File: config.mk
export PLATFORM = sky130hd
export DESIGN_NAME = two_beam_direction_event_logger
export DESIGN_NICKNAME = d
export VERILOG_FILES = /design/src/rtl/tbdl_pkg.sv /design/src/rtl/tbdl_seq.sv /design/src/rtl/two_beam_direction_event_logger.sv
export SDC_FILE = /design/constraint.sdc
export NUM_CORES = 1
export LEC_CHECK = 0
export CAP_MARGIN = 20
export CORE_AREA = 2 2 191 381
export DETAILED_ROUTE_END_ITERATION = 8
export DIE_AREA = 0 0 193 383
export DONT_BUFFER_PORTS = 1
export PLACE_DENSITY = 0.74
export SYNTH_ARGS = -nofsm -noshare
export SYNTH_HDL_FRONTEND = slang
export SYNTH_SLANG_ARGS = --single-unit
File: constraint.sdc
create_clock -name clk -period 8.3 [get_ports clk]
set_input_delay 0.415 -clock clk [delete_from_list [all_inputs] [get_ports clk]]
set_output_delay 0.415 -clock clk [all_outputs]
set_load 0.02 [all_outputs]
File: src/rtl/tbdl_pkg.sv
// ----------------------------------------------------------------------------
// tbdl_pkg
// shared types and constants of the two-beam direction event logger: item
// layouts, microcode word format, opcodes, jump conditions and codes
// ----------------------------------------------------------------------------
package tbdl_pkg;

    // sequencer step counter width
    localparam int PC_W = 3;

    // configuration register indexes
    localparam logic [1:0] CFG_FAR_LIMIT   = 2'd0;
    localparam logic [1:0] CFG_NEAR_LIMIT  = 2'd1;
    localparam logic [1:0] CFG_PAIR_WINDOW = 2'd2;
    localparam logic [1:0] CFG_TIME_SHIFT  = 2'd3;

    // configuration reset values
    localparam logic [15:0] FAR_LIMIT_RST   = 16'd700;
    localparam logic [15:0] NEAR_LIMIT_RST  = 16'd10;
    localparam logic [15:0] PAIR_WINDOW_RST = 16'd1;
    localparam logic [3:0]  TIME_SHIFT_RST  = 4'd1;

    // result word kinds
    localparam logic [1:0] KIND_STATUS = 2'd0;
    localparam logic [1:0] KIND_TIME   = 2'd1;
    localparam logic [1:0] KIND_ENTRY  = 2'd2;
    localparam logic [1:0] KIND_END    = 2'd3;

    // passage codes
    localparam logic [1:0] PASS_NONE    = 2'd0;
    localparam logic [1:0] PASS_ENTERED = 2'd1;
    localparam logic [1:0] PASS_EXITED  = 2'd2;

    localparam logic [15:0] END_MARK  = 16'hFFFF;
    localparam logic [15:0] ENTRY_BIT = 16'h8000;

    // request types
    localparam logic REQ_SAMPLE = 1'b0;
    localparam logic REQ_DRAIN  = 1'b1;

    typedef struct packed {
        logic        req_type;
        logic [15:0] range_one;
        logic [15:0] range_two;
        logic        read_failed;
        logic [31:0] now_seconds;
    } in_item_t;

    typedef struct packed {
        logic [1:0]  word_kind;
        logic [1:0]  passage;
        logic        skipped;
        logic [15:0] out_word;
        logic        last;
    } out_item_t;

    // datapath operations
    typedef enum logic [2:0] {
        OP_FETCH,
        OP_NOP,
        OP_SENSE,
        OP_EMIT_TIME,
        OP_READ,
        OP_EMIT_ENTRY,
        OP_EMIT_END
    } op_t;

    // jump conditions
    typedef enum logic [2:0] {
        COND_NEVER,
        COND_ALWAYS,
        COND_NO_ITEM,
        COND_DRAIN,
        COND_EMPTY,
        COND_MORE
    } cond_t;

    typedef struct packed {
        op_t             op;
        logic            need_slot;
        cond_t           cond;
        logic [PC_W-1:0] target;
    } ctrl_word_t;

    // status flags from the datapath into the sequencer
    typedef struct packed {
        logic item_valid;
        logic drain;
        logic empty;
        logic more;
        logic slot_free;
    } seq_flags_t;

    // control from the sequencer into the datapath
    typedef struct packed {
        op_t  op;
        logic fire;
    } ctrl_t;

endpackage

File: src/rtl/tbdl_seq.sv
// ----------------------------------------------------------------------------
// tbdl_seq
// microcode sequencer: program rom, step counter and conditional jumps
// ----------------------------------------------------------------------------
module tbdl_seq
    import tbdl_pkg::*;
(
    input  logic       clk,
    input  logic       rst_n,
    input  seq_flags_t flags,
    output ctrl_t      ctrl
);

    logic [PC_W-1:0] pc_reg;
    logic [PC_W-1:0] pc_next;
    ctrl_word_t      word;
    logic            cond_hit;
    logic            fire;

    // program
    function automatic ctrl_word_t rom_word(input logic [PC_W-1:0] pc);
        ctrl_word_t w;
        begin
            case (pc)
                3'd0:    w = '{OP_FETCH,      1'b0, COND_NO_ITEM, 3'd0};
                3'd1:    w = '{OP_NOP,        1'b0, COND_DRAIN,   3'd3};
                3'd2:    w = '{OP_SENSE,      1'b1, COND_ALWAYS,  3'd0};
                3'd3:    w = '{OP_NOP,        1'b0, COND_EMPTY,   3'd0};
                3'd4:    w = '{OP_EMIT_TIME,  1'b1, COND_NEVER,   3'd0};
                3'd5:    w = '{OP_READ,       1'b0, COND_NEVER,   3'd0};
                3'd6:    w = '{OP_EMIT_ENTRY, 1'b1, COND_MORE,    3'd5};
                3'd7:    w = '{OP_EMIT_END,   1'b1, COND_ALWAYS,  3'd0};
                default: w = '{OP_FETCH,      1'b0, COND_NEVER,   3'd0};
            endcase
            return w;
        end
    endfunction

    assign word = rom_word(pc_reg);

    always_comb
    begin
        case (word.cond)
            COND_NEVER:   cond_hit = 1'b0;
            COND_ALWAYS:  cond_hit = 1'b1;
            COND_NO_ITEM: cond_hit = !flags.item_valid;
            COND_DRAIN:   cond_hit = flags.drain;
            COND_EMPTY:   cond_hit = flags.empty;
            COND_MORE:    cond_hit = flags.more;
            default:      cond_hit = 1'b0;
        endcase
    end

    // a step that writes the output register waits for a free slot
    assign fire = !(word.need_slot && !flags.slot_free);

    always_comb
    begin
        pc_next = pc_reg;
        if (fire)
        begin
            pc_next = cond_hit ? word.target : PC_W'(pc_reg + 1'b1);
        end
    end

    always_ff @(posedge clk or negedge rst_n)
    begin
        if (!rst_n)
        begin
            pc_reg <= '0;
        end
        else
        begin
            pc_reg <= pc_next;
        end
    end

    assign ctrl.op   = word.op;
    assign ctrl.fire = fire;

endmodule

File: src/rtl/two_beam_direction_event_logger.sv
// ----------------------------------------------------------------------------
// two_beam_direction_event_logger
// doorway direction detector with two range sensors and a drainable event log
// ----------------------------------------------------------------------------
// Works on one item at a time under a small microcode program. A sensor sample
// passes fetch, decode and evaluate steps from transfer to its status result
// and gives one result. A drain of an empty log gives nothing; a drain of n
// entries gives a time word, the n entries and an end marker. The log memory
// gives one registered read per step, so each entry needs a read step and an
// output step. Output stalls hold any step that writes the output register.
// The log is a plain memory with no clearing pass: entries are only read after being written.
// Configuration writes are always ready and should only be issued while idle.
module two_beam_direction_event_logger
    import tbdl_pkg::*;
#(
    parameter int LOG_DEPTH = 32
)
(
    input  logic        clk,
    input  logic        rst_n,
    // input item channel
    input  logic        item_valid,
    output logic        item_stall,
    input  in_item_t    item,
    // result channel
    output logic        result_valid,
    input  logic        result_stall,
    output out_item_t   result,
    // configuration write channel
    input  logic        cfg_valid,
    output logic        cfg_ready,
    input  logic [1:0]  cfg_index,
    input  logic [15:0] cfg_data
);

    localparam int AW = (LOG_DEPTH > 1) ? $clog2(LOG_DEPTH) : 1;

    // configuration
    logic [15:0] far_limit_reg;
    logic [15:0] near_limit_reg;
    logic [15:0] pair_window_reg;
    logic [3:0]  time_shift_reg;

    // detector state
    logic        present_one_reg, present_one_next;
    logic        present_two_reg, present_two_next;
    logic [31:0] release_one_reg, release_one_next;
    logic [31:0] release_two_reg, release_two_next;
    logic [AW-1:0] wp_reg, wp_next;
    logic [AW-1:0] rd_idx_reg, rd_idx_next;

    // current item and output slot
    in_item_t    cur_reg;
    out_item_t   result_reg, result_next;
    logic        result_valid_reg, result_valid_next;

    // event log memory and its read data
    logic [15:0] log_mem [LOG_DEPTH];
    logic [15:0] rd_data_reg;

    seq_flags_t  flags;
    ctrl_t       ctrl;

    // sample evaluation
    logic        in_one, in_two;
    logic        rel_one, rel_two;
    logic [31:0] since_two, since_one;
    logic        entry_hit, exit_hit;
    logic [31:0] release_one_new;
    logic [15:0] shifted;
    logic [15:0] log_word;
    logic        log_write;

    logic do_fetch, do_sense, do_time, do_read, do_entry, do_end;

    tbdl_seq u_seq
    (
        .clk   (clk),
        .rst_n (rst_n),
        .flags (flags),
        .ctrl  (ctrl)
    );

    assign do_fetch = ctrl.fire && (ctrl.op == OP_FETCH);
    assign do_sense = ctrl.fire && (ctrl.op == OP_SENSE);
    assign do_time  = ctrl.fire && (ctrl.op == OP_EMIT_TIME);
    assign do_read  = ctrl.fire && (ctrl.op == OP_READ);
    assign do_entry = ctrl.fire && (ctrl.op == OP_EMIT_ENTRY);
    assign do_end   = ctrl.fire && (ctrl.op == OP_EMIT_END);

    // handshakes: items are taken only in the fetch step
    assign item_stall   = (ctrl.op != OP_FETCH);
    assign result_valid = result_valid_reg;
    assign result       = result_reg;
    assign cfg_ready    = 1'b1;

    assign flags.item_valid = item_valid;
    assign flags.drain      = (cur_reg.req_type == REQ_DRAIN);
    assign flags.empty      = (wp_reg == '0);
    assign flags.more       = (rd_idx_reg != wp_reg);
    assign flags.slot_free  = !result_valid_reg || !result_stall;

    // presence: above near limit and at most far limit
    assign in_one = (cur_reg.range_one > near_limit_reg) && (cur_reg.range_one <= far_limit_reg);
    assign in_two = (cur_reg.range_two > near_limit_reg) && (cur_reg.range_two <= far_limit_reg);
    assign rel_one = !in_one && present_one_reg;
    assign rel_two = !in_two && present_two_reg;

    // sensor one goes first, so its new release time feeds the exit test
    assign release_one_new = rel_one ? cur_reg.now_seconds : release_one_reg;
    assign since_two = cur_reg.now_seconds - release_two_reg;
    assign since_one = cur_reg.now_seconds - release_one_new;
    assign entry_hit = rel_one && (since_two < {16'd0, pair_window_reg});
    assign exit_hit  = rel_two && (since_one < {16'd0, pair_window_reg});

    assign shifted  = cur_reg.now_seconds[15:0] >> time_shift_reg;
    assign log_word = entry_hit ? (shifted | ENTRY_BIT) : (shifted & ~ENTRY_BIT);
    // entry and exit together cancel
    assign log_write = do_sense && !cur_reg.read_failed && (entry_hit != exit_hit);

    always_comb
    begin
        present_one_next  = present_one_reg;
        present_two_next  = present_two_reg;
        release_one_next  = release_one_reg;
        release_two_next  = release_two_reg;
        wp_next           = wp_reg;
        rd_idx_next       = rd_idx_reg;
        result_next       = result_reg;
        result_valid_next = result_valid_reg && result_stall;

        if (do_sense)
        begin
            result_next       = '{KIND_STATUS, PASS_NONE, 1'b0, 16'd0, 1'b1};
            result_valid_next = 1'b1;
            if (cur_reg.read_failed)
            begin
                result_next.skipped = 1'b1;
            end
            else
            begin
                present_one_next = in_one;
                present_two_next = in_two;
                release_one_next = release_one_new;
                if (rel_two)
                begin
                    release_two_next = cur_reg.now_seconds;
                end
                if (log_write)
                begin
                    result_next.passage = entry_hit ? PASS_ENTERED : PASS_EXITED;
                    wp_next = (wp_reg == AW'(LOG_DEPTH - 1)) ? '0 : AW'(wp_reg + 1'b1);
                end
            end
        end

        if (do_time)
        begin
            result_next = '{KIND_TIME, PASS_NONE, 1'b0, cur_reg.now_seconds[15:0], 1'b0};
            result_valid_next = 1'b1;
            rd_idx_next = '0;
        end

        if (do_read)
        begin
            rd_idx_next = AW'(rd_idx_reg + 1'b1);
        end

        if (do_entry)
        begin
            result_next = '{KIND_ENTRY, PASS_NONE, 1'b0, rd_data_reg, 1'b0};
            result_valid_next = 1'b1;
        end

        if (do_end)
        begin
            result_next = '{KIND_END, PASS_NONE, 1'b0, END_MARK, 1'b1};
            result_valid_next = 1'b1;
            wp_next = '0;
        end
    end

    always_ff @(posedge clk or negedge rst_n)
    begin
        if (!rst_n)
        begin
            present_one_reg  <= 1'b0;
            present_two_reg  <= 1'b0;
            release_one_reg  <= '0;
            release_two_reg  <= '0;
            wp_reg           <= '0;
            rd_idx_reg       <= '0;
            result_valid_reg <= 1'b0;
        end
        else
        begin
            present_one_reg  <= present_one_next;
            present_two_reg  <= present_two_next;
            release_one_reg  <= release_one_next;
            release_two_reg  <= release_two_next;
            wp_reg           <= wp_next;
            rd_idx_reg       <= rd_idx_next;
            result_valid_reg <= result_valid_next;
        end
    end

    // payload registers
    always_ff @(posedge clk)
    begin
        result_reg <= result_next;
        if (do_fetch && item_valid)
        begin
            cur_reg <= item;
        end
    end

    // event log memory
    always_ff @(posedge clk)
    begin
        if (log_write)
        begin
            log_mem[wp_reg] <= log_word;
        end
        if (do_read)
        begin
            rd_data_reg <= log_mem[rd_idx_reg];
        end
    end

    // configuration registers
    always_ff @(posedge clk or negedge rst_n)
    begin
        if (!rst_n)
        begin
            far_limit_reg   <= FAR_LIMIT_RST;
            near_limit_reg  <= NEAR_LIMIT_RST;
            pair_window_reg <= PAIR_WINDOW_RST;
            time_shift_reg  <= TIME_SHIFT_RST;
        end
        else if (cfg_valid && cfg_ready)
        begin
            case (cfg_index)
                CFG_FAR_LIMIT:   far_limit_reg   <= cfg_data;
                CFG_NEAR_LIMIT:  near_limit_reg  <= cfg_data;
                CFG_PAIR_WINDOW: pair_window_reg <= cfg_data;
                CFG_TIME_SHIFT:  time_shift_reg  <= cfg_data[3:0];
                default:         far_limit_reg   <= far_limit_reg;
            endcase
        end
    end

    // drain starts only with something in the log
    a_time_needs_entries: assert property (@(posedge clk) disable iff (!rst_n)
        ctrl.op == OP_EMIT_TIME |-> wp_reg != '0)
        else $error("drain started on empty log");

    // each entry output follows a read that stays below the write pointer
    a_entry_read_bound: assert property (@(posedge clk) disable iff (!rst_n)
        ctrl.op == OP_EMIT_ENTRY |-> rd_idx_reg != '0 && rd_idx_reg <= wp_reg)
        else $error("log read past write pointer");

    // a pending end marker means the log was cleared
    a_end_clears_log: assert property (@(posedge clk) disable iff (!rst_n)
        result_valid_reg && result_reg.word_kind == KIND_END |-> wp_reg == '0)
        else $error("end marker with log not cleared");

endmodule
==> Yosys cells after proc, flatten, opt, wreduce, memory -nomap -nowiden <==
Memory sizes are Yosys's and may differ from the RTL's. A register that Yosys moved wholly into a read port is not among the register bits.
Cells that the tools add are included.
{ "word_totals": {"regBits": 220, "elab_cells": 123, "ramBits": 512, "output_inout_bits": 25, "inputBits": 89, "mem_count": 2, "mem_bits_ro": 80} }
{ "mem_list": {"columns": ["memory", "depth", "width", "read_ports", "rd_ports_with_merged_regs", "write_ports", "line_no", "rtl"], "rows": [
  ["log_mem", 32, 16, 1, 1, 1, "two_beam_direction_event_logger.sv:58", "logic [15:0] log_mem [LOG_DEPTH];"],
  ["(no name shown)", 8, 10, 1, 0, 0, "tbdl_seq.sv:24", "case (pc)"]
]} }
{ "op_classes": {"mux": 24, "add_sub_neg": 5, "order_cmp": 6, "eq_ne": 17, "shift": 1, "reduce_logical": 44, "bitwise": 1} }
{ "op_table": {"columns": ["operator", "n"], "rows": [
  ["$lt 32x16->1", 2],
  ["$sub 32x32->32", 2],
  ["$mux 22", 2],
  ["$mux 5", 7],
  ["$gt 16x16->1", 2],
  ["$le 16x16->1", 2],
  ["$mux 32", 1],
  ["$mux 21", 1],
  ["$logic_and 1x1->1", 17],
  ["$mux 16", 1],
  ["$shr 16x4->15", 1],
  ["$eq 3x3->1 const B", 5],
  ["$eq 3x2->1 const B", 4],
  ["$add 5x1->5 const B", 2],
  ["$reduce_and 2->1", 5],
  ["$logic_not 1->1", 8],
  ["$reduce_bool 2->1", 4],
  ["$mux 1", 7],
  ["$mux 2", 3],
  ["$reduce_and 3->1", 2],
  ["$reduce_bool 3->1", 2],
  ["$eq 5x5->1 const B", 1],
  ["$logic_not 5->1", 1],
  ["$ne 5x5->1", 1],
  ["14 further kinds", 15]
]} }

==> Depth between registers and ports, before layout <==
{ "logic_depth": {"word_depth": 15, "depth_mapped": 41, "ltp_nobuf": 38} }

==> By module <==
A second synthesis with hierarchy kept.
{ "unflattened": {"hier_cells": 2578, "area_unflattened_um2": 36577.6} }
{ "modules_own_cells": {"columns": ["mod", "cells_each", "seq_area_each_um2", "instances", "area_each_um2"], "rows": [
  ["two_beam_direction_event_logger", 2533, 21518.1, 1, 36187.2],
  ["tbdl_seq", 45, 75.1, 1, 390.4]
]} }

==> Worst setup path before layout <==
Ideal clock, no wire load.
{ "synth_path": {"path_kind": "reg-to-reg", "from": "register near_limit_reg[1]", "to": "memory log_mem[10][0] (enable)", "setup_slack_ps": -464, "stages_incl_launch_ff": 39, "path_buffers": 4, "arrival_time_ps": 8391, "setup_ps": 374, "required_time_ps": 7926, "synth_period_minus_slack_ps": 8764, "path_cell_list": "dfstp_2 > inv_1 > ha_1 > nor2b_1 > o211ai_1 > a2111oi_0 > nor4b_1 > a211oi_2 > nor2_1 > buf_1 > buf_1 > mux2i_1 > fa_1 > a211oi_1 > nor2_1 > o41a_1 > clkbuf_1 > a2111oi_0 > (+3 left out) > nor2_1 > nor2_1 > ha_1 > a21o_1 > a211oi_1 > nor2_1 > a211oi_1 > o311ai_0 > nor4_1 > o211ai_1 > nor4_1 > nand4_1 > nor3b_1 > nand4bb_1 > nor4_1 > o21a_4 > buf_2 > and3_1"} }
{ "synth_between": {"elab_chain_cells": 12, "word_cells_on_any_way": 17, "classes_between": "add/sub (1); order compare (3); eq/ne (1); mux (3); reduce/logical (9)"} }
{ "synth_lines": {"columns": ["item", "line_no", "rtl"], "rows": [
  ["start: declaration", "two_beam_direction_event_logger.sv:40", "logic [15:0] near_limit_reg;"],
  ["start signal: assignment", "two_beam_direction_event_logger.sv:244", "CFG_NEAR_LIMIT: near_limit_reg <= cfg_data;"],
  ["$gt 16x16->1", "two_beam_direction_event_logger.sv:104", "assign in_one = (cur_reg.range_one > near_limit_reg) && (cur_reg.range_one <= far_limit_reg);"],
  ["$logic_and 1x1->1", "two_beam_direction_event_logger.sv:104", null],
  ["$logic_not 1->1", "two_beam_direction_event_logger.sv:106", "assign rel_one = !in_one && present_one_reg;"],
  ["$logic_and 1x1->1", "two_beam_direction_event_logger.sv:106", null],
  ["$mux 32", "two_beam_direction_event_logger.sv:110", "assign release_one_new = rel_one ? cur_reg.now_seconds : release_one_reg;"],
  ["$sub 32x32->32", "two_beam_direction_event_logger.sv:112", "assign since_one = cur_reg.now_seconds - release_one_new;"],
  ["$lt 32x16->1", "two_beam_direction_event_logger.sv:114", "assign exit_hit = rel_two && (since_one < {16'd0, pair_window_reg});"],
  ["$logic_and 1x1->1", "two_beam_direction_event_logger.sv:114", null],
  ["$ne 1x1->1 (*)", "two_beam_direction_event_logger.sv:119", "assign log_write = do_sense && !cur_reg.read_failed && (entry_hit != exit_hit);"],
  ["$logic_and 1x1->1 (*)", "two_beam_direction_event_logger.sv:119", null],
  ["$mux 1 (*)", "two_beam_direction_event_logger.sv:220", "if (log_write)"],
  ["$mux 1 (not written as such) (*)", "two_beam_direction_event_logger.sv:222", "log_mem[wp_reg] <= log_word;"],
  ["end: declaration", "two_beam_direction_event_logger.sv:58", null]
]} }
Mark *: on every way between the ends. The rest lies on a longest branch, timed or not.

==> Worst setup path in the final report <==
{ "layout_path": {"from": "register far_limit_reg[9]", "to": "memory log_mem[1][5] (enable)"} }
{ "layout_between": {"elab_chain_cells": 12, "word_cells_on_any_way": 17, "classes_between": "add/sub (1); order compare (3); eq/ne (1); mux (3); reduce/logical (9)"} }
{ "layout_lines": {"columns": ["item", "line_no", "rtl"], "rows": [
  ["start: declaration", "two_beam_direction_event_logger.sv:39", "logic [15:0] far_limit_reg;"],
  ["start signal: assignment", "two_beam_direction_event_logger.sv:243", "CFG_FAR_LIMIT: far_limit_reg <= cfg_data;"],
  ["start signal: assignment", "two_beam_direction_event_logger.sv:247", "default: far_limit_reg <= far_limit_reg;"],
  ["$le 16x16->1", "two_beam_direction_event_logger.sv:104", null],
  ["$logic_and 1x1->1", "two_beam_direction_event_logger.sv:104", null],
  ["$logic_not 1->1", "two_beam_direction_event_logger.sv:106", null],
  ["$logic_and 1x1->1", "two_beam_direction_event_logger.sv:106", null],
  ["$mux 32", "two_beam_direction_event_logger.sv:110", null],
  ["$sub 32x32->32", "two_beam_direction_event_logger.sv:112", null],
  ["$lt 32x16->1", "two_beam_direction_event_logger.sv:114", null],
  ["$logic_and 1x1->1", "two_beam_direction_event_logger.sv:114", null],
  ["$ne 1x1->1 (*)", "two_beam_direction_event_logger.sv:119", null],
  ["$logic_and 1x1->1 (*)", "two_beam_direction_event_logger.sv:119", null],
  ["$mux 1 (*)", "two_beam_direction_event_logger.sv:220", null],
  ["$mux 1 (not written as such) (*)", "two_beam_direction_event_logger.sv:222", null]
]} }
Marked as above.

==> results.cfg <==
[outcome]
outcome = complete, but fails checks
violations = setup timing

[power]
total_power_mw = 13.9
p_seq_frac = 0.366
intPower_mw = 8.64
p_clk_frac = 0.230
switching_power_mw = 5.23
comb_power_share = 0.404
ir_worst_vdd_v = 0.000286
power_leakage_nw = 15.3
swShare = 0.377
powerDensity_nw_per_um2 = 328

[yosys]
synth-xor-area-share = 0.0129
synth-compound-area-share = 0.0819
synthMuxAreaShare = 0.139
synthFlopType = edfxtp_1
synth_simple_gate_area_frac = 0.0711
synth_edf_count = 594
syn_area_per_cell_um2 = 14.3
synthArstFlopShare = 0.176
seq_area_frac_synth = 0.612
synth_seq_cells = 748
synthCells = 2461
yosys_warnings = 0
synthesis.nets = 2716
syn_area_um2 = 35300
synth_top_family_by_area = multiplexers
synthAdderAreaFrac = 0.0598
synth.distinct_cells = 85

[global_routing]
grt_pass1_vias = 22600
grt-ovfl-total = 0
grt_pass1_wl_mm = 148
grt_max_degree = 133
grt_antenna_before_repair = 5
grtUsageTotal = 0.277

[critical_path]
setup.worst_path.end_class = flip-flop
crit_arrival_ns = 8.89
slowest_delay_ns = 0.53
reg2reg_from = far_limit_reg[9]
crit_required_ns = 8.66
critPathSlowestCell = dfstp_2
setup.worst_path.class = flip-flop to flip-flop
crit_fanout = 8
start_kind = flip-flop
cp-startpoint = far_limit_reg[9]

[placed_design]
portBuffers = 0
dpl.cell_count = 3410
hpwl_mm = 63.4
gp_congestion = 0.926

[sta]
hold_viol = 0
relSlewSlack = 0.229
worstMarginPinSlew_ns = 1.15
period_share = 1.03
slew_viol_final = 0
setup_viol = 513
finClkSkew_ns = 0.0286
min_period_ns = 8.53
setup_ws_ns = -0.234
whs_ns = 0.0767
grt_setup_unrepaired = true
max_freq_mhz = 117

[detailed_routing]
vias = 23500
drc = 0
postRouteAntennaNets = 0
wirelength_mm = 106
via_per_inst = 6.39
wl_per_cell_um = 28.7
dr.pass1.iters = 5
drt_iter0_markers = 3057

[cells_and_area]
final_common_cell = edfxtp_1
largest_register_ff_count = 512
final_cell_mix = edfxtp_1, nand2_1, mux4_2, ha_1, o21ai_0
fin_cells = 3683
drive_gt1_frac = 0.240
synthToLayoutAreaGrowth_pct = 19.8
nNetsFinal = 2966

[floorplanning]
initial_core_util = 0.495
io_pins = 114
dieArea_um2 = 73900
dieWidth_um = 193
fp-row-count = 139
chipHeight_um = 383
fp.coreArea_um2 = 71300

[clocking]
clk_pin_slew_ns = 0.07
worstSkewPairLatency_ns = 0.65
root_buffer = clkbuf_16
cts_sinks = 748
htree_num_levels = 3
cts_made_buffers = 67
cts_buffer_depth = 3
cts_tree = built

[job]
cap_violations = 0

[hold_path]
worstHoldStart = result_stall
hp-class = input port to flip-flop
## power by group through the flow
| stage | sequential (mW) | combinational (mW) | clock [mW] |
|---|---|---|---|
| floorplan | 4.93 | 3.57 | 0 |
| CTS | 5.10 | 5.25 | 3.19 |
| global route | 5.11 | 6.07 | 3.36 |
| global placement | 5.16 | 4.92 | 0 |
| finish | 5.07 | 5.60 | 3.19 |
| detailed placement | 5.17 | 5.00 | 0 |
## critical path, delay by kind of cell, from the launching register on
kind | cells | cell delay [ns]
simple gates | 15 | 2.73
compound gates | 12 | 2.27
buf+inv | 11 | 1.46
fa+ha+maj | 3 | 0.97
flops | 1 | 0.53
mux | 1 | 0.19
xor+xnor | 1 | 0.11
## cells by family after synthesis
kind of cell / count (synthesis)
flops: 748
simple gates: 535
compound gates: 457
mux: 277
buf+inv: 223
fa+ha+maj: 168
xor+xnor: 52
other cells: 1
## worst paths after layout
kind	to	slack, ns	cells past startpoint
worst max register to register	log_mem[1][5]	-0.23	43
worst min-delay path	u_seq.pc_reg[2]	0.08	3
worst min register to register	result[10]	0.48	2
max in group asynchronous	release_two_reg[21]	7.27	2
worst max-delay path	log_mem[1][5]	-0.23	43
min in group asynchronous	wp_reg[1]	0.47	2
## per-stage QoR
stage / cell area, µm² / setup TNS [ns] / worst slack, ns / utilization
final: 42300 / -78.17 / -0.234 / 0.593
after global routing: 42300 / -315.74 / -0.693 / 0.593
after CTS: 41600 / -21.68 / -0.0958 / 0.583
after detailed placement: 37700 / -211.72 / -0.450 / 0.529
after global placement: 37700 / -149.21 / -0.303 / 0.529
after floorplan: 35400 / 0 / 0.0580 / -
## timing repair
action                                  in CTS  in global routing
pin swaps                                   48                 40
cloned                                      12                 19
resized for setup                           83                 42
buffers inserted                            30                 10
hold buffers                                85                  0
endpoints found under the setup margin     516                519
hold endpoints to repair                   251                  0
## cell usage after synthesis, types with 10 or more instances
cell type | instances | area (µm²)
a211oi_1 | 31 | 233
a21o_1 | 30 | 225
a21oi_1 | 115 | 576
a221oi_1 | 20 | 175
a31oi_1 | 11 | 68.8
and3_1 | 40 | 250
buf_1 | 15 | 56.3
clkbuf_1 | 90 | 338
dfrtp_1 | 122 | 3050
dfstp_2 | 10 | 263
dfxtp_1 | 22 | 440
edfxtp_1 | 594 | 17800
ha_1 | 164 | 2050
inv_1 | 112 | 420
mux2_2 | 62 | 698
mux2i_1 | 51 | 510
mux4_2 | 163 | 3670
nand2_1 | 218 | 818
nand2b_1 | 12 | 75.1
nand3_1 | 33 | 165
nand4_1 | 22 | 138
nor2_1 | 115 | 432
nor2b_1 | 17 | 106
nor3_1 | 25 | 125
nor4_1 | 13 | 81.3
o211ai_1 | 11 | 82.6
o21a_1 | 10 | 75.1
o21ai_0 | 146 | 731
o21bai_1 | 13 | 97.6
xnor2_1 | 33 | 289
xor2_1 | 19 | 166
## metal layers
metal | GRT usage | up-vias | share of wire
li1 | - | 10000 | -
met1 | 0.383 | 11500 | 0.37
met2 | 0.407 | 1645 | 0.45
met3 | 0.0607 | 300 | 0.12
met4 | 0.152 | 4 | 0.063
met5 | 0 | - | 0.00030
## area by class of cell
type                            count  area (µm²)
Tap cell                          916        1150
Clock buffer                       81        1750
Sequential cell                   748       21600
Timing Repair Buffer              283        3300
Clock inverter                     41         448
Fill cell                        5127       29000
Inverter                          114         428
Antenna cell                        3        7.51
Multi-Input combinational cell   1497       13600
Note: power is estimated with default switching activity, not from simulation.
